`src/rtl/gated_frequency_counter_macros.svh`:
```
// Assertion macros for the gated frequency counter.
// Used by the controller; compiled out when SYNTH is defined.
`ifndef GATED_FREQUENCY_COUNTER_MACROS_SVH
`define GATED_FREQUENCY_COUNTER_MACROS_SVH

`ifndef SYNTH
`define GFC_ASSERT(label, clk, rst, prop) \
   label: assert property (@(posedge clk) disable iff (rst) prop) \
      else $error("gated_frequency_counter assertion failed");
`define GFC_ASSERT_NEVER(label, clk, rst, cond) \
   label: assert property (@(posedge clk) disable iff (rst) !(cond)) \
      else $error("gated_frequency_counter forbidden condition seen");
`else
`define GFC_ASSERT(label, clk, rst, prop)
`define GFC_ASSERT_NEVER(label, clk, rst, cond)
`endif

`endif

```
`src/rtl/gfc_pkg.sv`:
```
// Shared constants and types for the gated frequency counter.
// Used by the controller, the datapath and the top level.
package gfc_pkg;

   localparam int MIN_INTERVAL_MSEC = 1000;
   localparam int TICKS_PER_MSEC    = 1000;
   localparam int MSEC_PER_SEC      = 1000;

   localparam int PERIOD_W  = 16;
   localparam int COUNT_W   = 26;
   localparam int TSS_W     = 20;
   localparam int FREQ_W    = 19;
   localparam int PRODUCT_W = 36;
   localparam int REM_W     = PERIOD_W + 1;
   localparam int DIV_STEPS = PRODUCT_W;
   localparam int STEP_W    = 6;

   localparam int REQ_DATA_W = 8;
   localparam int RSP_DATA_W = 24;
   localparam int CSR_ADDR_W = 2;
   localparam int CSR_DATA_W = 32;

   localparam logic [TSS_W-1:0]    MIN_INTERVAL_TICKS = TSS_W'(MIN_INTERVAL_MSEC * TICKS_PER_MSEC);
   localparam logic [PERIOD_W-1:0] PERIOD_RESET       = PERIOD_W'(1000);
   localparam logic [COUNT_W-1:0]  LIMIT_RESET        = COUNT_W'(1000 * TICKS_PER_MSEC);
   localparam logic [FREQ_W-1:0]   FREQ_MAX           = {FREQ_W{1'b1}};

   localparam logic [CSR_ADDR_W-1:0] REG_GATE_PERIOD = CSR_ADDR_W'(0);

   localparam logic KIND_TICK = 1'b0;
   localparam logic KIND_READ = 1'b1;

   typedef struct packed {
      logic accept;
      logic load_product;
      logic div_step;
      logic finish;
   } cmd_type;

   typedef struct packed {
      logic gate_closing;
      logic rsp_valid;
   } status_type;

endpackage

```
`src/rtl/gated_frequency_counter.sv`:
```
// Gated frequency counter. Ticks, cache hits and ignored requests are handled on acceptance;
// a tick that closes a gate gives its result after the product load and 36 steps of the
// serial restoring divider, and holds off requests until then. Reset is synchronous and
// active high: the gate period returns to 1000 ms, counters and the cached frequency clear,
// and the elapsed-time counter starts saturated.
// Depends on gfc_pkg, gfc_ctrl and gfc_dp.
module gated_frequency_counter (
   input  logic                               clock,
   input  logic                               reset,
   input  logic                               req_tvalid,
   output logic                               req_tready,
   input  logic [gfc_pkg::REQ_DATA_W-1:0]     req_tdata,   // pin_level, force_req, zeros
   input  logic                               req_tuser,   // kind
   output logic                               rsp_tvalid,
   input  logic                               rsp_tready,
   output logic [gfc_pkg::RSP_DATA_W-1:0]     rsp_tdata,   // frequency_hz, zeros
   output logic                               rsp_tuser,   // from_cache
   input  logic                               csr_psel,
   input  logic                               csr_penable,
   input  logic                               csr_pwrite,
   input  logic [gfc_pkg::CSR_ADDR_W-1:0]     csr_paddr,
   input  logic [gfc_pkg::CSR_DATA_W-1:0]     csr_pwdata,
   output logic [gfc_pkg::CSR_DATA_W-1:0]     csr_prdata,
   output logic                               csr_pready
);

   gfc_pkg::cmd_type             cmd;
   gfc_pkg::status_type          status;
   logic [gfc_pkg::FREQ_W-1:0]   frequency_hz;
   logic                         cfg_write;

   assign csr_pready = 1'b1;
   assign cfg_write  = csr_psel && csr_penable && csr_pwrite && csr_pready;
   assign rsp_tdata  = gfc_pkg::RSP_DATA_W'(frequency_hz);

   gfc_ctrl u_ctrl (
      .clock      (clock),
      .reset      (reset),
      .req_tvalid (req_tvalid),
      .req_tready (req_tready),
      .rsp_tready (rsp_tready),
      .status     (status),
      .cmd        (cmd)
   );

   gfc_dp u_dp (
      .clock            (clock),
      .reset            (reset),
      .cmd              (cmd),
      .status           (status),
      .in_kind          (req_tuser),
      .in_pin_level     (req_tdata[0]),
      .in_force_req     (req_tdata[1]),
      .cfg_write        (cfg_write),
      .cfg_addr         (csr_paddr),
      .cfg_wdata        (csr_pwdata),
      .cfg_rdata        (csr_prdata),
      .rsp_tready       (rsp_tready),
      .rsp_valid        (rsp_tvalid),
      .rsp_frequency_hz (frequency_hz),
      .rsp_from_cache   (rsp_tuser)
   );

endmodule

```
`src/rtl/gfc_ctrl.sv`:
```
// Controller state machine of the gated frequency counter.
// Depends on gfc_pkg and gated_frequency_counter_macros.svh.
`include "gated_frequency_counter_macros.svh"

module gfc_ctrl (
   input  logic               clock,
   input  logic               reset,
   input  logic               req_tvalid,
   output logic               req_tready,
   input  logic               rsp_tready,
   input  gfc_pkg::status_type status,
   output gfc_pkg::cmd_type    cmd
);

   typedef enum logic [1:0] {
      ST_IDLE,
      ST_MULT,
      ST_DIV,
      ST_DONE
   } state_type;

   state_type                    state_ff, state_in;
   logic [gfc_pkg::STEP_W-1:0]   step_ff, step_in;

   assign req_tready = (state_ff == ST_IDLE) && (!status.rsp_valid || rsp_tready);

   always_comb begin
      cmd.accept       = req_tvalid && req_tready;
      cmd.load_product = (state_ff == ST_MULT);
      cmd.div_step     = (state_ff == ST_DIV);
      cmd.finish       = (state_ff == ST_DONE) && !status.rsp_valid;
   end

   always_comb begin
      state_in = state_ff;
      step_in  = step_ff;
      case (state_ff)
         ST_IDLE: begin
            if (cmd.accept && status.gate_closing) begin
               state_in = ST_MULT;
            end
         end
         ST_MULT: begin
            state_in = ST_DIV;
            step_in  = '0;
         end
         ST_DIV: begin
            step_in = step_ff + 1'b1;
            if (step_ff == gfc_pkg::STEP_W'(gfc_pkg::DIV_STEPS - 1)) begin
               state_in = ST_DONE;
            end
         end
         ST_DONE: begin
            if (!status.rsp_valid) begin
               state_in = ST_IDLE;
            end
         end
         default: begin
            state_in = ST_IDLE;
         end
      endcase
   end

   always_ff @(posedge clock) begin
      if (reset) begin
         state_ff <= ST_IDLE;
         step_ff  <= '0;
      end else begin
         state_ff <= state_in;
         step_ff  <= step_in;
      end
   end

   `GFC_ASSERT(a_busy_no_accept, clock, reset, (state_ff != ST_IDLE) |-> !cmd.accept)
   `GFC_ASSERT(a_done_slot_free, clock, reset, (state_ff == ST_DONE) |-> !status.rsp_valid)
   `GFC_ASSERT_NEVER(a_step_range, clock, reset,
      (state_ff == ST_DIV) && (step_ff > gfc_pkg::STEP_W'(gfc_pkg::DIV_STEPS - 1)))

endmodule

```
`src/rtl/gfc_dp.sv`:
```
// Datapath of the gated frequency counter: gate state, edge counting,
// configuration register, serial divider and result register. Depends on gfc_pkg.
module gfc_dp (
   input  logic                              clock,
   input  logic                              reset,
   input  gfc_pkg::cmd_type                  cmd,
   output gfc_pkg::status_type               status,
   input  logic                              in_kind,
   input  logic                              in_pin_level,
   input  logic                              in_force_req,
   input  logic                              cfg_write,
   input  logic [gfc_pkg::CSR_ADDR_W-1:0]    cfg_addr,
   input  logic [gfc_pkg::CSR_DATA_W-1:0]    cfg_wdata,
   output logic [gfc_pkg::CSR_DATA_W-1:0]    cfg_rdata,
   input  logic                              rsp_tready,
   output logic                              rsp_valid,
   output logic [gfc_pkg::FREQ_W-1:0]        rsp_frequency_hz,
   output logic                              rsp_from_cache
);

   logic [gfc_pkg::PERIOD_W-1:0]  period_ff, eff_period, wr_period;
   logic [gfc_pkg::COUNT_W-1:0]   limit_ff, limit_in;
   logic                          gate_open_ff, gate_open_in;
   logic [gfc_pkg::COUNT_W-1:0]   gate_ticks_ff, gate_ticks_in, ticks_next;
   logic [gfc_pkg::COUNT_W-1:0]   edge_count_ff, edge_count_in;
   logic                          prev_level_ff, prev_level_in;
   logic [gfc_pkg::TSS_W-1:0]     tss_ff, tss_in;
   logic [gfc_pkg::FREQ_W-1:0]    cached_ff, cached_in;
   logic [gfc_pkg::PRODUCT_W-1:0] quot_ff, quot_in;
   logic [gfc_pkg::REM_W-1:0]     rem_ff, rem_in, shifted, divisor;
   logic                          rsp_valid_ff, rsp_valid_in;
   logic [gfc_pkg::FREQ_W-1:0]    rsp_freq_ff, rsp_freq_in;
   logic                          rsp_cache_ff, rsp_cache_in;
   logic                          cache_hit;
   logic [gfc_pkg::FREQ_W-1:0]    final_freq;

   assign eff_period = (period_ff == '0) ? gfc_pkg::PERIOD_W'(1) : period_ff;
   assign wr_period  = (cfg_wdata[gfc_pkg::PERIOD_W-1:0] == '0) ? gfc_pkg::PERIOD_W'(1)
                       : cfg_wdata[gfc_pkg::PERIOD_W-1:0];
   assign ticks_next = gate_ticks_ff + 1'b1;
   assign divisor    = {1'b0, eff_period};
   assign shifted    = {rem_ff[gfc_pkg::REM_W-2:0], quot_ff[gfc_pkg::PRODUCT_W-1]};
   assign final_freq = (quot_ff[gfc_pkg::PRODUCT_W-1:gfc_pkg::FREQ_W] != '0)
                       ? gfc_pkg::FREQ_MAX : quot_ff[gfc_pkg::FREQ_W-1:0];

   assign cache_hit = (in_kind == gfc_pkg::KIND_READ) && !gate_open_ff && !in_force_req
                      && (tss_ff < gfc_pkg::MIN_INTERVAL_TICKS);

   assign status.gate_closing = (in_kind == gfc_pkg::KIND_TICK) && gate_open_ff
                                && (ticks_next >= limit_ff);
   assign status.rsp_valid    = rsp_valid_ff;

   assign cfg_rdata = (cfg_addr == gfc_pkg::REG_GATE_PERIOD)
                      ? gfc_pkg::CSR_DATA_W'(period_ff) : '0;

   always_comb begin
      limit_in = limit_ff;
      if (cfg_write && (cfg_addr == gfc_pkg::REG_GATE_PERIOD)) begin
         limit_in = gfc_pkg::COUNT_W'(wr_period) * gfc_pkg::COUNT_W'(gfc_pkg::TICKS_PER_MSEC);
      end
   end

   always_comb begin
      gate_open_in  = gate_open_ff;
      gate_ticks_in = gate_ticks_ff;
      edge_count_in = edge_count_ff;
      prev_level_in = prev_level_ff;
      tss_in        = tss_ff;
      if (cmd.accept) begin
         if (in_kind == gfc_pkg::KIND_TICK) begin
            if (tss_ff < gfc_pkg::MIN_INTERVAL_TICKS) begin
               tss_in = tss_ff + 1'b1;
            end
            if (gate_open_ff) begin
               if (in_pin_level != prev_level_ff) begin
                  prev_level_in = in_pin_level;
                  if (in_pin_level) begin
                     edge_count_in = edge_count_ff + 1'b1;
                  end
               end
               gate_ticks_in = ticks_next;
               if (status.gate_closing) begin
                  gate_open_in = 1'b0;
               end
            end
         end else if (!gate_open_ff && !cache_hit) begin
            gate_open_in  = 1'b1;
            gate_ticks_in = '0;
            edge_count_in = '0;
            tss_in        = '0;
         end
      end
   end

   always_comb begin
      quot_in = quot_ff;
      rem_in  = rem_ff;
      if (cmd.load_product) begin
         quot_in = gfc_pkg::PRODUCT_W'(edge_count_ff)
                   * gfc_pkg::PRODUCT_W'(gfc_pkg::MSEC_PER_SEC);
         rem_in  = '0;
      end else if (cmd.div_step) begin
         if (shifted >= divisor) begin
            rem_in  = shifted - divisor;
            quot_in = {quot_ff[gfc_pkg::PRODUCT_W-2:0], 1'b1};
         end else begin
            rem_in  = shifted;
            quot_in = {quot_ff[gfc_pkg::PRODUCT_W-2:0], 1'b0};
         end
      end
   end

   always_comb begin
      rsp_valid_in = rsp_valid_ff && !rsp_tready;
      rsp_freq_in  = rsp_freq_ff;
      rsp_cache_in = rsp_cache_ff;
      cached_in    = cached_ff;
      if (cmd.accept && cache_hit) begin
         rsp_valid_in = 1'b1;
         rsp_freq_in  = cached_ff;
         rsp_cache_in = 1'b1;
      end else if (cmd.finish) begin
         rsp_valid_in = 1'b1;
         rsp_freq_in  = final_freq;
         rsp_cache_in = 1'b0;
         cached_in    = final_freq;
      end
   end

   always_ff @(posedge clock) begin
      if (reset) begin
         period_ff     <= gfc_pkg::PERIOD_RESET;
         limit_ff      <= gfc_pkg::LIMIT_RESET;
         gate_open_ff  <= 1'b0;
         gate_ticks_ff <= '0;
         edge_count_ff <= '0;
         prev_level_ff <= 1'b0;
         tss_ff        <= gfc_pkg::MIN_INTERVAL_TICKS;
         cached_ff     <= '0;
         rsp_valid_ff  <= 1'b0;
      end else begin
         if (cfg_write && (cfg_addr == gfc_pkg::REG_GATE_PERIOD)) begin
            period_ff <= cfg_wdata[gfc_pkg::PERIOD_W-1:0];
         end
         limit_ff      <= limit_in;
         gate_open_ff  <= gate_open_in;
         gate_ticks_ff <= gate_ticks_in;
         edge_count_ff <= edge_count_in;
         prev_level_ff <= prev_level_in;
         tss_ff        <= tss_in;
         cached_ff     <= cached_in;
         rsp_valid_ff  <= rsp_valid_in;
      end
   end

   always_ff @(posedge clock) begin
      quot_ff      <= quot_in;
      rem_ff       <= rem_in;
      rsp_freq_ff  <= rsp_freq_in;
      rsp_cache_ff <= rsp_cache_in;
   end

   assign rsp_valid        = rsp_valid_ff;
   assign rsp_frequency_hz = rsp_freq_ff;
   assign rsp_from_cache   = rsp_cache_ff;

endmodule
```
`config.mk`:
```
export PLATFORM = sky130hd
export DESIGN_NAME = gated_frequency_counter
export DESIGN_NICKNAME = d
export VERILOG_FILES = /design/src/rtl/gfc_pkg.sv /design/src/rtl/gated_frequency_counter.sv /design/src/rtl/gfc_ctrl.sv /design/src/rtl/gfc_dp.sv
export VERILOG_INCLUDE_DIRS = /design/src /design/src/rtl
export SDC_FILE = /design/constraint.sdc
export NUM_CORES = 1
export LEC_CHECK = 0
export BUFFER_PORTS_ARGS = -buffer_cell sky130_fd_sc_hd__buf_4
export CORE_MARGIN = 1.5
export CORE_UTILIZATION = 55
export CTS_BUF_LIST = sky130_fd_sc_hd__clkbuf_8
export DETAILED_ROUTE_END_ITERATION = 16
export PLACE_DENSITY = 0.75
export SLEW_MARGIN = 25
export SYNTH_ARGS = -nofsm -noshare
export SYNTH_HDL_FRONTEND = slang
export SYNTH_SLANG_ARGS = --single-unit
```
`constraint.sdc`:
```
create_clock -name clock -period 9.9 [get_ports clock]
set_clock_uncertainty 0.05 [all_clocks]
set_input_delay 2.97 -clock clock [delete_from_list [all_inputs] [get_ports clock]]
set_output_delay 2.97 -clock clock [all_outputs]
set_load 0.05 [all_outputs]
```
==> flow_summary.ini <==
[setup_path]
worstPathRequired_ps = 10300
r2r_start = u_dp.edge_count_ff[6]$_SDFFE_PP0P_
startpoint = csr_pwdata[5]
endpoint_kind = register
crit_type = input port to register
timing.rr.end = u_dp.quot_ff[34]$_DFFE_PP_
worstPathArrival_ps = 9050
start_kind = input port
cp_max_fo = 13
worstRegToRegCells = 17
reg2reg_slack_ps = 4480

[global_route]
grt-ovfl-total = 0
grt_max_degree = 87
grt_usage_pct = 24.0
grt_pass1_wl_mm = 66.7
grt_pass1_vias = 14007
antenna_found_initial = 0

[layout]
drive_gt1_share_pct = 7.62
antenna_cells = 0
nets = 2445
fin_util_pct = 60.5
layout_common_cells = 254 x inv_1, 194 x nor2_1, 180 x nand2_1
design_area_um2 = 19600
mostFrequentLayoutCell = inv_1
synthToLayoutAreaGrowth_pct = 8.84

[floorplan]
die-area_um2 = 33800
fp.dieW_um = 184
core-area_um2 = 32400
pin_count = 110
start_util_pct = 55.6
rows = 66
dieHeight_um = 184

[power]
sw_frac_of_total_pct = 36.9
pwr-share-clk_pct = 29.1
p_per_area_nw_per_um2 = 162
vdd_ir_drop_max_v = 0.000143
cellLeakagePower_uw = 0.00898
seqPwrFrac_pct = 32.0
p_sw_uw = 1170
share_comb_of_total_power_pct = 38.9
p_int_uw = 2000

[hold_path]
hold_path_end = u_dp.rsp_from_cache$_SDFFE_PP1P_
hp-start = u_dp.rsp_from_cache$_SDFFE_PP1P_
hold_path_depth = 2
hp-class = register to register

[clock_network]
cts_resized = 0
cts_setup_buffers = 0
cts_sinks = 213
cts_buffers = 39
h-tree-depth = 2
cts_root_buf = clkbuf_8
max-clock-path-buffers = 3
clock_latency_ps = 560
cts.clk_slew.worst_paths_ps = 60
cts_tree = built
ctsHoldBuffers = 0

[placed_design]
place_congestion = 0.885
place.detailed.hpwl_mm = 29.2
numPortBuffers = 65
placed_area_um2 = 18700

[detailed_routing]
drt_iter0_drc = 798
via_per_inst = 5.48
drt_pass1_iterations = 7
drc_errors = 0
ant_nets = 0
wl_per_cell_um = 15.3
vias = 13922
wirelength_mm = 38.9

[sta]
finalCritPeriodShare_pct = 87.3
worst_slew_pin_slew_ps = 971
fin_setup_tns_ps = 0
setup-violations-final = 0
finalCriticalPeriod_ps = 8640
drv_slew = 0
rsz0062_at_grt = false
hold_viol = 0
max_freq_mhz = 116
relSlewSlack_pct = 35.3

[run]
maxCapViolations = 0

[synth]
syn_avg_cell_area_um2 = 8.86
synth_top_family_by_area = adder cells
synth_ff_type = dfxtp_1
synth-seq-cells = 213
synth_xor_area_share_pct = 5.55
synthMuxAreaShare_pct = 1.01
synthArstFlopShare_pct = 0
synth.distinct_cells = 77
ys_seq_area_share_pct = 26.6
synth_compound_area_share_pct = 15.0
synth_fa_ha_area_share_pct = 28.8
synth_edf_count = 52
synthSimpleGateAreaFrac_pct = 15.2
ys_warn_count = 0
syn-cell-area_um2 = 18000
syn_inst = 2032

[outcome]
status = finished clean
==> critical path, cell delays in order <==
cell	delay, ps
buf_4	120
inv_1	110
ha_1	160
and4_1	180
nand4_1	180
or3_1	590
nand2_1	300
inv_1	120
fa_1	550
inv_1	60
fa_1	500
fa_1	550
inv_1	60
fa_1	470
ha_1	340
and2_1	180
nand2_1	60
o31ai_1	370
a211oi_1	180
o21ai_0	330
a31oi_1	160
or4_1	400
o311ai_0	100
==> worst max-delay path by stage <==
stage                     slack [ps]  cells after the start                             end
after floorplan                 1580                     23  u_dp.limit_ff[24]$_SDFFE_PP0P_
after global placement           790                     23  u_dp.limit_ff[24]$_SDFFE_PP0P_
after detailed placement         730                     23  u_dp.limit_ff[24]$_SDFFE_PP0P_
after global routing             810                     23  u_dp.limit_ff[24]$_SDFFE_PP0P_
final                           1260                     23  u_dp.limit_ff[24]$_SDFFE_PP0P_
after CTS                       1290                     23  u_dp.limit_ff[24]$_SDFFE_PP0P_
==> sequential cells by signal, indices dropped and copies added (netlist names) <==
name	flops
u_dp.edge_count_ff	26
u_dp.limit_ff	23
u_dp.period_ff	16
u_dp.gate_ticks_ff	26
u_dp.rsp_frequency_hz	19
u_dp.rsp_from_cache	1
u_dp.rem_ff	16
u_dp.tss_ff	20
u_dp.gate_open_ff	1
u_dp.cached_ff	19
u_ctrl.step_ff	6
u_dp.prev_level_ff	1
u_ctrl.state_ff	2
u_dp.quot_ff	36
u_dp.rsp_valid	1
==> per-layer routing <==
metal,vias to the layer above,global-route usage [%],routed length (um)
li1,6943,-,-
met1,6615,31.4,17400
met2,299,41.6,19000
met3,65,2.93,1720
met4,0,7.02,799
met5,-,0,0
==> kinds of logic after synthesis <==
| kind of cell | count (synthesis) |
|---|---|
| other | 2 |
| buffers and inverters | 344 |
| muxes | 18 |
| and+or+nand+nor | 593 |
| adders and majority gates | 326 |
| DFF | 213 |
| xor gates and xnor gates | 114 |
| AOI/OAI and AO/OA | 422 |
==> stage by stage <==
stage | hold slack (ps) | power (uW) | cells | setup slack [ps]
2_1_floorplan | 382 | 2030 | 2052 | 1580
3_3_place_gp | 386 | 2230 | 2470 | 788
3_5_place_dp | 387 | 2260 | 2470 | 731
4_1_cts | 399 | 3190 | 2542 | 1290
5_1_grt | 423 | 3400 | 2542 | 809
6_report | 398 | 3170 | 2542 | 1260
==> cells in the mapped netlist (all sizes together), types with 6 or more instances <==
library cell / instances / area [um^2]
edfxtp: 52 / 1560
nor3: 50 / 267
nand3: 49 / 258
nand2: 180 / 676
xor2: 43 / 377
a31oi: 11 / 68.8
inv: 245 / 920
a2111oi: 6 / 71.3
or3: 13 / 81.3
and2: 16 / 100
o31ai: 10 / 75.1
mux2i: 16 / 160
clkbuf: 65 / 244
a31o: 7 / 61.3
nand2b: 12 / 77.6
xnor2: 71 / 622
nand3b: 6 / 57.6
ha: 179 / 2240
a21oi: 130 / 651
dfxtp: 161 / 3220
nor4: 9 / 56.3
fa: 147 / 2940
nor2: 194 / 728
o211ai: 19 / 143
a211oi: 49 / 373
o21a: 13 / 97.6
o21ai: 95 / 479
a21o: 34 / 255
buf: 34 / 230
nor2b: 7 / 43.8
o21bai: 9 / 67.6
nand4: 22 / 153
and3: 20 / 125
==> power groups by stage <==
stage	sequential (uW)	clock (uW)	combinational [uW]
floorplan	1030	0	1010
global placement	1030	0	1200
detailed placement	1030	0	1230
CTS	1010	946	1240
global route	1020	984	1400
finish	1010	923	1230
==> cell type report <==
type	count	area (um^2)
Clock buffer	49	674
Fill cell	2777	12800
Inverter	245	920
Timing Repair Buffer	75	563
Sequential cell	213	4780
Tap cell	442	553
Clock inverter	23	191
Multi-Input combinational cell	1495	11900
Power figures use the tool's default switching activity.
